$ cat config.mk
export PLATFORM = sky130hd
export DESIGN_NAME = log_end_block_search
export DESIGN_NICKNAME = d
export VERILOG_FILES = /design/src/sv/lebs_pkg.sv /design/src/sv/lebs_step.sv /design/src/sv/log_end_block_search.sv
export SDC_FILE = /design/constraint.sdc
export NUM_CORES = 1
export LEC_CHECK = 0
export ABC_AREA = 1
export BUFFER_PORTS_ARGS = -buffer_cell sky130_fd_sc_hd__buf_2
export CORE_MARGIN = 10
export CORE_UTILIZATION = 55
export DETAILED_ROUTE_END_ITERATION = 8
export PLACE_DENSITY = 0.73
export SETUP_SLACK_MARGIN = 0.05
export SLEW_MARGIN = 5
export SYNTH_ARGS = -nofsm -noshare
export SYNTH_HDL_FRONTEND = slang
export SYNTH_SLANG_ARGS = --single-unit
$ cat constraint.sdc
create_clock -name clk_i -period 10.5 [get_ports clk_i]
set_input_delay 1.575 -clock clk_i [delete_from_list [all_inputs] [get_ports clk_i]]
set_output_delay 1.575 -clock clk_i [all_outputs]
set_load 0.02 [all_outputs]
$ cat src/sv/lebs_pkg.sv
package lebs_pkg;

  // Index and sequence widths of the search datapath
  localparam int unsigned BLOCK_INDEX_BITS = 32;
  localparam int unsigned SEQUENCE_BITS    = 64;

  // Widths fixed by the port fields
  localparam int unsigned BLOCK_PORT_BITS = 32;
  localparam int unsigned SEQ_PORT_BITS   = 64;
  localparam int unsigned CFG_INDEX_BITS  = 3;
  localparam int unsigned CFG_DATA_BITS   = 32;

  // Configuration register indexes
  localparam logic [CFG_INDEX_BITS-1:0] CFG_BLOCK_COUNT   = 3'd0;
  localparam logic [CFG_INDEX_BITS-1:0] CFG_FIRST_BLOCK   = 3'd1;
  localparam logic [CFG_INDEX_BITS-1:0] CFG_RESERVED_TAIL = 3'd2;
  localparam logic [CFG_INDEX_BITS-1:0] CFG_SEARCH_KIND   = 3'd3;

  // Search phases
  localparam logic [1:0] PH_IDLE  = 2'd0;
  localparam logic [1:0] PH_FIRST = 2'd1;
  localparam logic [1:0] PH_LAST  = 2'd2;
  localparam logic [1:0] PH_MID   = 2'd3;

  // Result status codes
  localparam logic [1:0] ST_FOUND  = 2'd0;
  localparam logic [1:0] ST_WRAP   = 2'd1;
  localparam logic [1:0] ST_NODATA = 2'd2;
  localparam logic [1:0] ST_ERROR  = 2'd3;

  // Item kinds
  localparam logic MODE_START    = 1'b0;
  localparam logic MODE_RESPONSE = 1'b1;

  // Search kinds
  localparam logic KIND_NONZERO = 1'b0;
  localparam logic KIND_HIGHEST = 1'b1;

  typedef logic [BLOCK_INDEX_BITS-1:0] index_t;
  typedef logic [SEQUENCE_BITS-1:0]    seq_t;

  typedef struct packed {
    logic [31:0] block_count;
    logic [31:0] first_block;
    logic [15:0] reserved_tail;
    logic        search_kind;
  } cfg_t;

  typedef struct packed {
    logic [1:0] phase;
    index_t     low_index;
    index_t     high_index;
    index_t     prev_mid;
    logic       prev_mid_valid;
    index_t     mid_index;
    seq_t       first_seq;
  } search_t;

  typedef struct packed {
    logic       finished;
    index_t     block;
    logic [1:0] status;
  } result_t;

  // Clamp a 32-bit block index to the largest index the datapath holds
  function automatic index_t sat_index(logic [31:0] v);
    index_t r;
    if ((64'(v) >> BLOCK_INDEX_BITS) != 64'd0) begin
      r = '1;
    end else begin
      r = index_t'(v);
    end
    return r;
  endfunction

endpackage

$ cat src/sv/lebs_step.sv
// Next search state and result for one beat
module lebs_step (
  input  lebs_pkg::cfg_t    cfg_i,
  input  lebs_pkg::search_t state_i,
  input  logic              mode_i,
  input  logic              read_ok_i,
  input  lebs_pkg::seq_t    seq_i,
  output lebs_pkg::search_t state_o,
  output lebs_pkg::result_t result_o
);

  logic [32:0]       last_usable;
  lebs_pkg::index_t  h_low;
  lebs_pkg::index_t  h_high;
  logic              h_prev_valid;
  logic [lebs_pkg::BLOCK_INDEX_BITS:0] mid_sum;
  lebs_pkg::index_t  mid;
  logic              go_low;

  // Last usable block: negative when the sign bit is set
  assign last_usable = {1'b0, cfg_i.block_count} - {17'b0, cfg_i.reserved_tail} - 33'd1;

  // Range update in the midpoint phase, then the halving step
  always_comb begin
    go_low = (cfg_i.search_kind == lebs_pkg::KIND_HIGHEST) ? (seq_i < state_i.first_seq)
                                                          : (seq_i == '0);
    h_low        = state_i.low_index;
    h_high       = state_i.high_index;
    h_prev_valid = state_i.prev_mid_valid;
    if (state_i.phase == lebs_pkg::PH_LAST) begin
      h_prev_valid = 1'b0;
    end else if (go_low) begin
      h_high = state_i.mid_index;
    end else begin
      h_low = state_i.mid_index;
    end
    mid_sum = {1'b0, h_low} + {1'b0, h_high};
    mid     = mid_sum[lebs_pkg::BLOCK_INDEX_BITS:1];
  end

  always_comb begin
    state_o  = state_i;
    result_o = '{finished: 1'b1, block: '0, status: lebs_pkg::ST_ERROR};
    if (mode_i == lebs_pkg::MODE_START) begin
      state_o.prev_mid       = '0;
      state_o.prev_mid_valid = 1'b0;
      state_o.mid_index      = '0;
      state_o.first_seq      = '0;
      if (last_usable[32]) begin
        state_o.low_index  = '0;
        state_o.high_index = '0;
        state_o.phase      = lebs_pkg::PH_IDLE;
        result_o.status    = lebs_pkg::ST_NODATA;
      end else begin
        state_o.high_index = lebs_pkg::sat_index(last_usable[31:0]);
        state_o.low_index  = (cfg_i.search_kind == lebs_pkg::KIND_HIGHEST) ? '0
                           : lebs_pkg::sat_index(cfg_i.first_block);
        state_o.phase      = lebs_pkg::PH_FIRST;
        result_o.finished  = 1'b0;
        result_o.status    = lebs_pkg::ST_FOUND;
      end
    end else if (state_i.phase == lebs_pkg::PH_IDLE || !read_ok_i) begin
      // stray response or failed read
      state_o.phase = lebs_pkg::PH_IDLE;
    end else if (state_i.phase == lebs_pkg::PH_FIRST) begin
      if (seq_i == '0) begin
        state_o.phase   = lebs_pkg::PH_IDLE;
        result_o.status = lebs_pkg::ST_NODATA;
      end else begin
        state_o.first_seq = seq_i;
        state_o.phase     = lebs_pkg::PH_LAST;
        result_o          = '{finished: 1'b0, block: state_i.high_index,
                              status: lebs_pkg::ST_FOUND};
      end
    end else if (state_i.phase == lebs_pkg::PH_LAST && seq_i != '0) begin
      // last usable block already written: log has wrapped
      state_o.phase = lebs_pkg::PH_IDLE;
      result_o      = '{finished: 1'b1, block: state_i.high_index,
                        status: lebs_pkg::ST_WRAP};
    end else begin
      state_o.low_index      = h_low;
      state_o.high_index     = h_high;
      state_o.prev_mid_valid = h_prev_valid;
      result_o.status        = lebs_pkg::ST_FOUND;
      if (!(h_low < h_high)) begin
        // range closed
        state_o.phase  = lebs_pkg::PH_IDLE;
        result_o.block = state_i.mid_index;
      end else begin
        state_o.mid_index = mid;
        result_o.block    = mid;
        if (h_prev_valid && mid == state_i.prev_mid) begin
          state_o.phase = lebs_pkg::PH_IDLE;
        end else begin
          state_o.prev_mid       = mid;
          state_o.prev_mid_valid = 1'b1;
          state_o.phase          = lebs_pkg::PH_MID;
          result_o.finished      = 1'b0;
        end
      end
    end
  end

endmodule

$ cat src/sv/log_end_block_search.sv
// Log end search sequencer: binary search over block sequence numbers.
// Path: an accepted input beat is held in the input register, then one pass
// of search logic writes its result beat into the result register.
// Throughput: one beat per cycle when the output is not stalled; the search
// state updates in the same pass. Reset: asynchronous, active low; clears
// config registers, the search state (idle phase) and both valid flags.
module log_end_block_search (
  input  logic        clk_i,
  input  logic        rst_ni,
  input  logic        cfg_valid_i,
  output logic        cfg_ready_o,
  input  logic [2:0]  cfg_index_i,
  input  logic [31:0] cfg_data_i,
  input  logic        in_valid_i,
  output logic        in_stall_o,
  input  logic        mode_i,
  input  logic        read_ok_i,
  input  logic [63:0] sequence_number_i,
  output logic        out_valid_o,
  input  logic        out_stall_i,
  output logic        finished_o,
  output logic [31:0] block_number_o,
  output logic [1:0]  status_o
);

  lebs_pkg::cfg_t    cfg_q;
  lebs_pkg::search_t state_q, state_d;
  lebs_pkg::result_t res_d, res_q;
  logic              in_valid_q;
  logic              mode_q;
  logic              read_ok_q;
  lebs_pkg::seq_t    seq_q;
  logic              out_valid_q;
  logic              proc;
  logic              in_accept;

  // Configuration writes, always ready
  assign cfg_ready_o = 1'b1;

  always_ff @(posedge clk_i or negedge rst_ni) begin
    if (!rst_ni) begin
      cfg_q <= '0;
    end else if (cfg_valid_i) begin
      unique case (cfg_index_i)
        lebs_pkg::CFG_BLOCK_COUNT:   cfg_q.block_count   <= cfg_data_i;
        lebs_pkg::CFG_FIRST_BLOCK:   cfg_q.first_block   <= cfg_data_i;
        lebs_pkg::CFG_RESERVED_TAIL: cfg_q.reserved_tail <= cfg_data_i[15:0];
        lebs_pkg::CFG_SEARCH_KIND:   cfg_q.search_kind   <= cfg_data_i[0];
        default: ;
      endcase
    end
  end

  // Beat moves from input register to result register when the latter frees up
  assign proc       = in_valid_q && (!out_valid_q || !out_stall_i);
  assign in_stall_o = in_valid_q && !proc;
  assign in_accept  = in_valid_i && !in_stall_o;

  // Input register
  always_ff @(posedge clk_i or negedge rst_ni) begin
    if (!rst_ni) begin
      in_valid_q <= 1'b0;
    end else if (in_accept) begin
      in_valid_q <= 1'b1;
    end else if (proc) begin
      in_valid_q <= 1'b0;
    end
  end

  always_ff @(posedge clk_i) begin
    if (in_accept) begin
      mode_q    <= mode_i;
      read_ok_q <= read_ok_i;
      seq_q     <= sequence_number_i[lebs_pkg::SEQUENCE_BITS-1:0];
    end
  end

  lebs_step u_step (
    .cfg_i     (cfg_q),
    .state_i   (state_q),
    .mode_i    (mode_q),
    .read_ok_i (read_ok_q),
    .seq_i     (seq_q),
    .state_o   (state_d),
    .result_o  (res_d)
  );

  // Search state
  always_ff @(posedge clk_i or negedge rst_ni) begin
    if (!rst_ni) begin
      state_q <= '0;
    end else if (proc) begin
      state_q <= state_d;
    end
  end

  // Result register
  always_ff @(posedge clk_i or negedge rst_ni) begin
    if (!rst_ni) begin
      out_valid_q <= 1'b0;
    end else if (proc) begin
      out_valid_q <= 1'b1;
    end else if (!out_stall_i) begin
      out_valid_q <= 1'b0;
    end
  end

  always_ff @(posedge clk_i) begin
    if (proc) begin
      res_q <= res_d;
    end
  end

  assign out_valid_o    = out_valid_q;
  assign finished_o     = res_q.finished;
  assign block_number_o = lebs_pkg::BLOCK_PORT_BITS'(res_q.block);
  assign status_o       = res_q.status;

  // A finishing beat always returns the sequencer to idle
  a_finish_idle : assert property (@(posedge clk_i) disable iff (!rst_ni)
    proc && res_d.finished |=> state_q.phase == lebs_pkg::PH_IDLE)
    else $error("finish did not return to idle");

  // Read requests carry the found status
  a_req_status : assert property (@(posedge clk_i) disable iff (!rst_ni)
    out_valid_q && !res_q.finished |-> res_q.status == lebs_pkg::ST_FOUND)
    else $error("read request with nonzero status");

  // Midpoint phase always has a recorded midpoint
  a_mid_valid : assert property (@(posedge clk_i) disable iff (!rst_ni)
    state_q.phase == lebs_pkg::PH_MID |-> state_q.prev_mid_valid)
    else $error("midpoint phase without recorded midpoint");

  // A held input beat is not dropped
  a_in_hold : assert property (@(posedge clk_i) disable iff (!rst_ni)
    in_valid_q && !proc |=> in_valid_q)
    else $error("input beat lost");

endmodule
==> results of run 1 <==
-- state kept, by name, indices dropped and copies added, names as in the netlist --
register,flops
read_ok_q,1
state_q,195
block_number_o,32
status_o,2
mode_q,1
in_valid_q,1
cfg_q,81
seq_q,64
finished_o,1
out_valid_o,1
-- cell usage in the layout, fill, tap and decap left out, drive strengths merged, types with 7 or more instances in the layout --
| master | n |
|---|---|
| nand2 | 637 |
| inv | 372 |
| dfrtp | 278 |
| nand3 | 267 |
| o21ai | 239 |
| buf | 168 |
| nor2 | 145 |
| ha | 141 |
| a21oi | 137 |
| edfxtp | 101 |
| clkbuf | 64 |
| nand4 | 48 |
| o22ai | 39 |
| xor2 | 31 |
| o221ai | 29 |
| nor4 | 23 |
| o211ai | 21 |
| xnor2 | 17 |
| nor3 | 9 |
| or2 | 9 |
| clkinv | 9 |
| a21o | 7 |
| xnor3 | 7 |
-- cell families (layout without fill, tap and decap cells) --
group,count (synthesis),in the layout,share of synthesized area (%)
buffers and inverters,486,618,8.43
and+or+nand+nor,1148,1148,22.6
adders and majority gates,143,143,8.20
DFF,379,379,45.4
other,1,1,0.0170
AOI/OAI and AO/OA,500,500,12.7
xor gates and xnor gates,55,55,2.63
-- cells in the mapped netlist (31+ instances only) --
master    count
dfrtp_1     278
xor2_1       31
edfxtp_1    101
o22ai_1      39
o21ai_0     235
a21oi_1     137
nor2_1      141
nand2_1     624
clkbuf_1     92
inv_1       363
nand4_1      48
ha_1        141
nand3_1     264
-- critical path, delay by kind of cell (launching register included) --
family / cells / cell delay (ns)
AOI/OAI and AO/OA: 2 / 1.01
adders and majority gates: 1 / 0.39
buffers and inverters: 5 / 1.45
DFF: 1 / 0.42
and+or+nand+nor: 15 / 3.81
-- metal layers --
metal	vias up	routed length (um)	part of all wire [%]	GRT usage (%)
met3	138	3860	5.8	3.72
li1	9240	-	-	-
met5	-	0	0	0
met2	653	31700	48	45.5
met1	9438	28100	42	36.2
met4	0	2720	4.1	11.5
-- worst paths after layout --
kind	start	to	slack (ns)
max	seq_q[8]	block_number_o[23]	3.00
min	cfg_q[6]	cfg_q[6]	0.48
max reg2reg	seq_q[8]	block_number_o[23]	3.00
min reg2reg	cfg_q[6]	cfg_q[6]	0.48
max in group asynchronous	rst_ni	cfg_q[0]	6.96
min in group asynchronous	rst_ni	state_q[15]	1.05
-- power by group through the flow --
stage / combinational (W) / sequential (W) / clock (W)
final: 0.00413 / 0.00220 / 0.00145
after global routing: 0.00458 / 0.00225 / 0.00155
after CTS: 0.00407 / 0.00220 / 0.00148
after detailed placement: 0.00405 / 0.00222 / 0
after global placement: 0.00400 / 0.00221 / 0
after floorplan: 0.00281 / 0.00218 / 0
-- cell type report --
type | count | share of cell area (%)
Timing Repair Buffer | 168 | 3.74
Multi-Input combinational cell | 1847 | 41.7
Inverter | 373 | 5.71
Tap cell | 525 | 2.68
Clock inverter | 13 | 0.618
Sequential cell | 379 | 40.8
Clock buffer | 64 | 4.80
-- metrics by stage --
stage / power (W) / hold slack (ns) / util (%)
after floorplan: 0.00499 / 0.434 / -
after global placement: 0.00621 / 0.469 / 58.5
after detailed placement: 0.00626 / 0.473 / 58.5
after CTS: 0.00775 / 0.488 / 61.8
after global routing: 0.00837 / 0.507 / 61.8
final: 0.00779 / 0.484 / 61.8
==> flow_metrics.py, run 1 <==
metrics = {
    "run_status": {
        "status": "completed",
    },
    "synthesis": {
        "synth_ff_type": "dfrtp_1",
        "avgSynthCellArea_um2": 8.12,
        "ys_warn_count": 0,
        "async_flop_share_pct": 73.4,
        "synth_seq_area_share_pct": 45.4,
        "syn_area_um2": 22000,
        "synth_top_area_share_pct": 31.6,
        "syn_nets": 2961,
        "syn_inst": 2712,
        "yosysTopAreaCell": "dfrtp_1",
        "yosysUniqueCellTypes": 52,
        "ys_ff_latch": 379,
        "synth_edf_count": 101,
        "yosys-top-cells-area": "dfrtp_1 32%, edfxtp_1 14%, nand2_1 11%",
    },
    "grt": {
        "grt_pass1_vias": 19400,
        "gr-usage-all-layers_pct": 27.7,
        "grt_pass1_wl_um": 106000,
        "grt_antenna_before_repair": 0,
        "grt-ovfl-total": 0,
        "grt_start_max_net_pins": 98,
    },
    "power": {
        "ir_drop_v": 0.000234,
        "pwr-share-seq_pct": 28.3,
        "p_leak_nw": 12.0,
        "power_frac_clock_pct": 18.7,
        "power.internal_w": 0.00410,
        "switching_power_w": 0.00369,
        "comb_power_share_pct": 53.0,
        "power.density_nw_per_um2": 318,
        "p_sw_share_pct": 47.4,
    },
    "placement": {
        "dp_slack_ns": 3.24,
        "gp_congestion": 1.04,
        "io_buffers": 142,
        "place_hpwl_um": 47600,
        "dpl_cell_area_um2": 23200,
        "dpl.cell_count": 3292,
    },
    "critical_path": {
        "rr_worst_depth": 23,
        "crit_fanout": 63,
        "start_kind": "register",
        "end_kind": "register",
        "crit_type": "register to register",
        "slowest_delay_ns": 0.91,
        "crit_chain": "nor4_1 > nand4_1 > nor2_1 > and2_1 > nand2_1 > nand2_2 > nand2_4 > o21ai_0 > inv_1 > ha_1 > inv_1 > nand3_1 > nor4_1 > and3_1 > nand2_2 > nand2_2 > buf_4 > inv_2 > buf_4 > nand2_1 > nand3_1 > nand3_1 > a21oi_1",
        "crit_slowest_cell": "o21ai_0",
        "crit_arrival_ns": 7.79,
        "worstPathRequired_ns": 10.78,
    },
    "cells_and_area": {
        "final_area_um2": 24500,
        "final_nets": 3061,
        "drive_gt1_share_pct": 9.53,
        "regArea_um2": 9990,
        "layout.cells.non_filler": 3369,
        "syn2layout_area_growth_pct": 11.3,
        "antenna_cells": 0,
        "multi_input_area_um2": 10200,
        "n_fill_cell": 3543,
    },
    "drt": {
        "ant_nets": 0,
        "initialDrtViolationCount": 2006,
        "drtPass1Iterations": 6,
        "num_vias": 19500,
        "wl_um": 66400,
        "drc": 0,
        "routed_via_density": 5.78,
        "wire_per_inst_um": 19.7,
    },
    "hold_path": {
        "hp-class": "register to register",
        "hold_depth": 2,
    },
    "clocking": {
        "clk_latency_ns": 0.57,
        "cts_hold_buf": 0,
        "cts_root_buf": "clkbuf_16",
        "cts_made_buffers": 43,
        "cts_max_level": 2,
        "post_cts_resized": 0,
        "cts.sinks": 379,
        "cts_tree": "built",
        "post-cts-setup-buffers": 0,
        "cts.clk_slew.worst_paths_ns": 0.06,
        "cts.path.max_buffers": 3,
    },
    "floorplanning": {
        "ios": 144,
        "initial_core_util_pct": 55.5,
        "dieHeight_um": 220,
        "core_area_um2": 39600,
        "die_w_um": 220,
        "dieArea_um2": 48400,
        "num_rows": 73,
    },
    "sta": {
        "final-setup-viol-count": 0,
        "max_slew.worst_pin.slew_ns": 1.17,
        "fin_crit_sh_pct": 71.5,
        "slew_headroom_pct": 21.7,
        "fmax_ghz": 0.133,
        "layout_setup_ws_ns": 3.00,
        "hold_viol": 0,
        "final-max-slew-violation-count": 0,
        "period_minus_slack_ns": 7.50,
        "clock_skew_ns": 0.0142,
        "rsz0062_at_grt": "no",
        "finalSetupTns_ns": 0,
    },
    "flow_run": {
        "drv_cap": 0,
    },
}
Power figures use the tool's default switching activity.
==> run 2, diff against run 1 <==
==> constraint.sdc (replaced) <==
create_clock -name clk_i -period 7.3 [get_ports clk_i]
set_input_delay 1.095 -clock clk_i [delete_from_list [all_inputs] [get_ports clk_i]]
set_output_delay 1.095 -clock clk_i [all_outputs]
set_load 0.02 [all_outputs]
==> flow_metrics.py, run 2 (synthesis gave the netlist of run 1 again) <==
metrics = {
    "power": {
        "pwr-share-seq_pct": 27.7,
        "ir_drop_v": 0.000337,
        "p_leak_nw": 12.1,
        "p_sw_share_pct": 47.3,
        "power_frac_clock_pct": 19.0,
        "power.density_nw_per_um2": 462,
        "comb_power_share_pct": 53.3,
        "power.internal_w": 0.00603,
        "switching_power_w": 0.00541,
    },
    "critical_path": {
        "crit_fanout": 49,
        "start_kind": "register",
        "critPathMostFrequentCell": "nor2_1",
        "slowest_delay_ns": 0.44,
        "worstPathRequired_ns": 7.80,
        "end_kind": "register",
        "crit_type": "register to register",
        "crit_slowest_cell": "nor4_1",
        "crit_arrival_ns": 7.21,
    },
    "clocking": {
        "cts.clk_slew.worst_paths_ns": 0.06,
        "clk_latency_ns": 0.58,
        "cts_root_buf": "clkbuf_16",
        "cts_made_buffers": 43,
        "cts_hold_buf": 0,
        "cts_max_level": 2,
        "cts_tree": "built",
        "cts.sinks": 379,
        "cts.path.max_buffers": 3,
    },
    "placement": {
        "place_hpwl_um": 48100,
        "io_buffers": 142,
        "gp_congestion": 0.969,
    },
    "cells_and_area": {
        "final_nets": 3079,
        "antenna_cells": 0,
        "top_register": "state_q",
        "n_fill_cell": 3517,
        "layout_common_cells": "624 x nand2_1, 362 x inv_1, 278 x dfrtp_1, 262 x nand3_1, 234 x o21ai_0",
        "largest_reg_flops": 195,
        "multi_input_area_um2": 10200,
        "post-route-util_pct": 62.4,
        "final_common_cell": "nand2_1",
        "reg.largest.list": "state_q: 195 flops, cfg_q: 81 flops, seq_q: 64 flops",
        "syn2layout_area_growth_pct": 12.4,
        "drive_gt1_share_pct": 10.3,
        "regArea_um2": 9990,
    },
    "sta": {
        "rsz0062_at_grt": "no",
        "finalSetupTns_ns": 0,
        "period_minus_slack_ns": 6.71,
        "max_slew.worst_pin.slew_ns": 1.20,
        "final-setup-viol-count": 0,
        "fin_crit_sh_pct": 91.9,
        "slew_headroom_pct": 19.7,
        "hold_viol": 0,
        "clock_skew_ns": 0.0187,
        "fmax_ghz": 0.149,
        "final-max-slew-violation-count": 0,
    },
    "drt": {
        "routed_via_density": 5.72,
        "wire_per_inst_um": 19.5,
        "drc": 0,
        "drtPass1Iterations": 7,
        "ant_nets": 0,
        "initialDrtViolationCount": 1870,
        "num_vias": 19400,
        "wl_um": 66200,
    },
    "grt": {
        "grt-ovfl-total": 0,
        "grt_pass1_vias": 19300,
        "grt_start_max_net_pins": 120,
        "gr-usage-all-layers_pct": 27.4,
        "grt_antenna_before_repair": 0,
        "grt_pass1_wl_um": 105000,
    },
    "floorplanning": {
        "initial_core_util_pct": 55.5,
        "core_area_um2": 39600,
        "ios": 144,
        "dieArea_um2": 48400,
        "num_rows": 73,
        "dieHeight_um": 220,
        "die_w_um": 220,
    },
    "flow_run": {
        "drv_cap": 0,
    },
    "run_status": {
        "status": "completed",
    },
    "hold_path": {
        "hp-class": "register to register",
    },
}
## run 2: worst paths after layout
path / start / endpoint / slack [ns] / depth (start not counted)
hold reg to reg: cfg_q[36] / cfg_q[36] / 0.48 / 2
max in group asynchronous: rst_ni / state_q[121] / 5.19 / 2
min in group asynchronous: rst_ni / state_q[14] / 0.55 / 1
setup / recovery: seq_q[8] / state_q[117] / 0.59 / 33
setup reg to reg: seq_q[8] / state_q[117] / 0.59 / 33
hold / removal: cfg_q[36] / cfg_q[36] / 0.48 / 2
## run 2: layer usage
metal | GRT usage, % | part of all wire (%) | up-vias
li1 | - | - | 9301
met5 | 0 | 0 | -
met3 | 3.47 | 6.0 | 147
met2 | 45.6 | 48 | 728
met1 | 35.6 | 42 | 9211
met4 | 11.2 | 3.9 | 0
## run 2: critical path, delay by kind of cell, from the launching register on
kind                       cells  cell delay, ns
DFF                            1            0.42
adders and majority gates      1            0.41
buffers and inverters          3            0.47
xor gates and xnor gates       2            0.58
AOI/OAI and AO/OA              1            0.37
and+or+nand+nor               26            4.34
## run 2: power by group through the flow
stage | Clock [W] | Sequential (W) | Combinational (W)
final | 0.00217 | 0.00316 | 0.00610
after global placement | 0 | 0.00317 | 0.00590
after detailed placement | 0 | 0.00318 | 0.00596
after CTS | 0.00221 | 0.00315 | 0.00601
after floorplan | 0 | 0.00313 | 0.00405
after global routing | 0.00230 | 0.00323 | 0.00672
## run 2: per-stage QoR
step                worst slack, ns  power [W]  instance area (um2)  std cells  hold slack, ns
floorplan                      2.23    0.00718                22000       2712           0.434
global placement              0.250    0.00907                23300       3310           0.468
finish                        0.595     0.0114                24700       3390           0.484
detailed placement            0.212    0.00914                23300       3310           0.471
CTS                           0.179     0.0114                24700       3390           0.488
global route                 0.0492     0.0122                24700       3390           0.507
## run 2: area by class of cell
type                    instances  area share [%]
multi-input cells            1847            41.3
clock inverters                18           0.753
repair buffers                186            4.30
well taps                     525            2.65
clock buffers                  62            4.92
inverters                     373            5.66
flip-flops and latches        379            40.4
## run 2: repair_timing
action | 4_1_cts | 5_1_grt
resized for setup | 0 | 4
setup buffers | 0 | 0
endpoints found under the setup margin | 0 | 35
==> run 3, diff against run 2 <==
--- a/config.mk
+++ b/config.mk
@@ -9,6 +9,7 @@
 export BUFFER_PORTS_ARGS = -buffer_cell sky130_fd_sc_hd__buf_2
 export CORE_MARGIN = 10
 export CORE_UTILIZATION = 55
+export CTS_BUF_LIST = sky130_fd_sc_hd__clkbuf_8
 export DETAILED_ROUTE_END_ITERATION = 8
 export PLACE_DENSITY = 0.73
 export SETUP_SLACK_MARGIN = 0.05
==> flow_metrics.py, run 3 (synthesis gave the netlist of run 1 again) <==
metrics = {
    "drt": {
        "drc": 0,
        "wl_um": 66600,
        "initialDrtViolationCount": 1700,
        "routed_via_density": 5.69,
        "wire_per_inst_um": 19.4,
        "ant_nets": 0,
        "num_vias": 19500,
        "drtPass1Iterations": 8,
    },
    "floorplanning": {
        "initial_core_util_pct": 55.5,
        "dieArea_um2": 48400,
        "num_rows": 73,
        "core_area_um2": 39600,
        "dieHeight_um": 220,
        "ios": 144,
        "die_w_um": 220,
    },
    "sta": {
        "finalSetupTns_ns": 0,
        "period_minus_slack_ns": 6.68,
        "fmax_ghz": 0.150,
        "final-max-slew-violation-count": 0,
        "slew_headroom_pct": 21.9,
        "fin_crit_sh_pct": 91.5,
        "hold_viol": 0,
        "hold_ws_ns": 0.482,
        "rsz0062_at_grt": "no",
        "layout_setup_ws_ns": 0.624,
        "clock_skew_ns": 0.0315,
        "final-setup-viol-count": 0,
        "max_slew.worst_pin.slew_ns": 1.17,
    },
    "clocking": {
        "cts_max_level": 3,
        "cts.path.max_buffers": 3,
        "cts.clk_slew.worst_paths_ns": 0.06,
        "cts_root_buf": "clkbuf_8",
        "cts_made_buffers": 69,
        "cts_tree": "built",
        "cts.sinks": 379,
        "post-cts-setup-buffers": 0,
        "clk_latency_ns": 0.64,
    },
    "power": {
        "power.internal_w": 0.00590,
        "p_sw_share_pct": 48.0,
        "ir_drop_v": 0.000329,
        "power.density_nw_per_um2": 458,
        "p_leak_nw": 12.2,
        "switching_power_w": 0.00546,
        "power_frac_clock_pct": 18.5,
        "comb_power_share_pct": 53.7,
        "pwr-share-seq_pct": 27.8,
    },
    "cells_and_area": {
        "largest_reg_flops": 195,
        "final_nets": 3105,
        "top_register": "state_q",
        "reg.largest.list": "state_q: 195 flops, cfg_q: 81 flops, seq_q: 64 flops",
        "drive_gt1_share_pct": 11.5,
        "final_common_cell": "nand2_1",
        "syn2layout_area_growth_pct": 12.6,
        "antenna_cells": 0,
        "layout_common_cells": "624 x nand2_1, 379 x inv_1, 278 x dfrtp_1, 262 x nand3_1, 234 x o21ai_0",
    },
    "critical_path": {
        "critPathMostFrequentCell": "nor2_1",
        "crit_fanout": 49,
        "reg2reg_slack_ns": 0.62,
        "slowest_delay_ns": 0.45,
        "crit_type": "register to register",
        "worstPathRequired_ns": 7.86,
        "crit_slowest_cell": "edfxtp_1",
        "r2r_start": "seq_q[12]",
        "end_kind": "register",
        "start_kind": "register",
        "rr_worst_depth": 33,
        "crit_arrival_ns": 7.24,
        "r2r_end": "state_q[117]",
    },
    "grt": {
        "grt_antenna_before_repair": 0,
        "grt_start_max_net_pins": 120,
        "grt.busiest_layer": "met2",
        "gr-usage-all-layers_pct": 27.6,
        "use_met2_pct": 45.6,
        "grt_pass1_wl_um": 106000,
        "met3_usage_pct": 4.36,
        "grt-ovfl-total": 0,
        "grt_pass1_vias": 19600,
        "use_met1_pct": 35.5,
    },
    "placement": {
        "io_buffers": 142,
        "place_hpwl_um": 48100,
        "gp_congestion": 0.969,
        "dp_slack_ns": 0.212,
    },
    "flow_run": {
        "drv_cap": 0,
    },
    "run_status": {
        "status": "completed",
    },
    "hold_path": {
        "hp-class": "input port to asynchronous set/reset pin",
    },
}
-- run 3: repair_timing --
action,CTS,global route
setup endpoints to repair,0,35
resized for setup,0,5
hold buffers,0,0
-- run 3: cell type report --
| cell class | instances | area (um2) |
|---|---|---|
| timing repair buffer | 186 | 1060 |
| clock buffer | 83 | 1140 |
| multi-input combinational | 1847 | 10200 |
| clock inverter | 43 | 290 |
| inverter | 373 | 1400 |
| sequential | 379 | 9990 |
| tap | 525 | 657 |
| fill | 3532 | 14900 |
-- run 3: stage by stage --
step                instance area, um2  utilization [%]  total power [W]  std cells
CTS                              24800             62.4           0.0113       3436
detailed placement               23300             58.8          0.00914       3310
floorplan                        22000                -          0.00718       2712
global placement                 23300             58.8          0.00907       3310
global route                     24800             62.5           0.0122       3436
finish                           24800             62.5           0.0114       3436
-- run 3: worst max path at each step --
stage	depth (start not counted)	startpoint	end	slack, ns
finish	33	seq_q[12]	state_q[117]	0.62
global route	36	seq_q[12]	state_q[99]	0.1
CTS	38	seq_q[63]	state_q[128]	0.18
detailed placement	38	seq_q[63]	state_q[105]	0.21
global placement	38	seq_q[63]	state_q[127]	0.25
floorplan	43	seq_q[63]	state_q[101]	2.23
-- run 3: metal layers --
| layer | share of wire, % | vias to the layer above |
|---|---|---|
| li1 | - | 9365 |
| met4 | 4.1 | 0 |
| met1 | 42 | 9307 |
| met2 | 48 | 710 |
| met5 | 0 | - |
| met3 | 6.4 | 157 |
-- run 3: power by group through the flow --
stage | Sequential [W] | Combinational (W) | Clock, W
2_1_floorplan | 0.00313 | 0.00405 | 0
5_1_grt | 0.00323 | 0.00672 | 0.00223
3_3_place_gp | 0.00317 | 0.00590 | 0
6_report | 0.00316 | 0.00610 | 0.00210
4_1_cts | 0.00315 | 0.00600 | 0.00214
3_5_place_dp | 0.00318 | 0.00596 | 0
-- run 3: worst max-delay path: cells and delay by family, from the launching register on --
family,cells,cell delay (ns)
simple gates,26,4.32
compound gates,1,0.33
flops,1,0.45
xor+xnor,2,0.56
fa+ha+maj,1,0.39
buf+inv,3,0.47
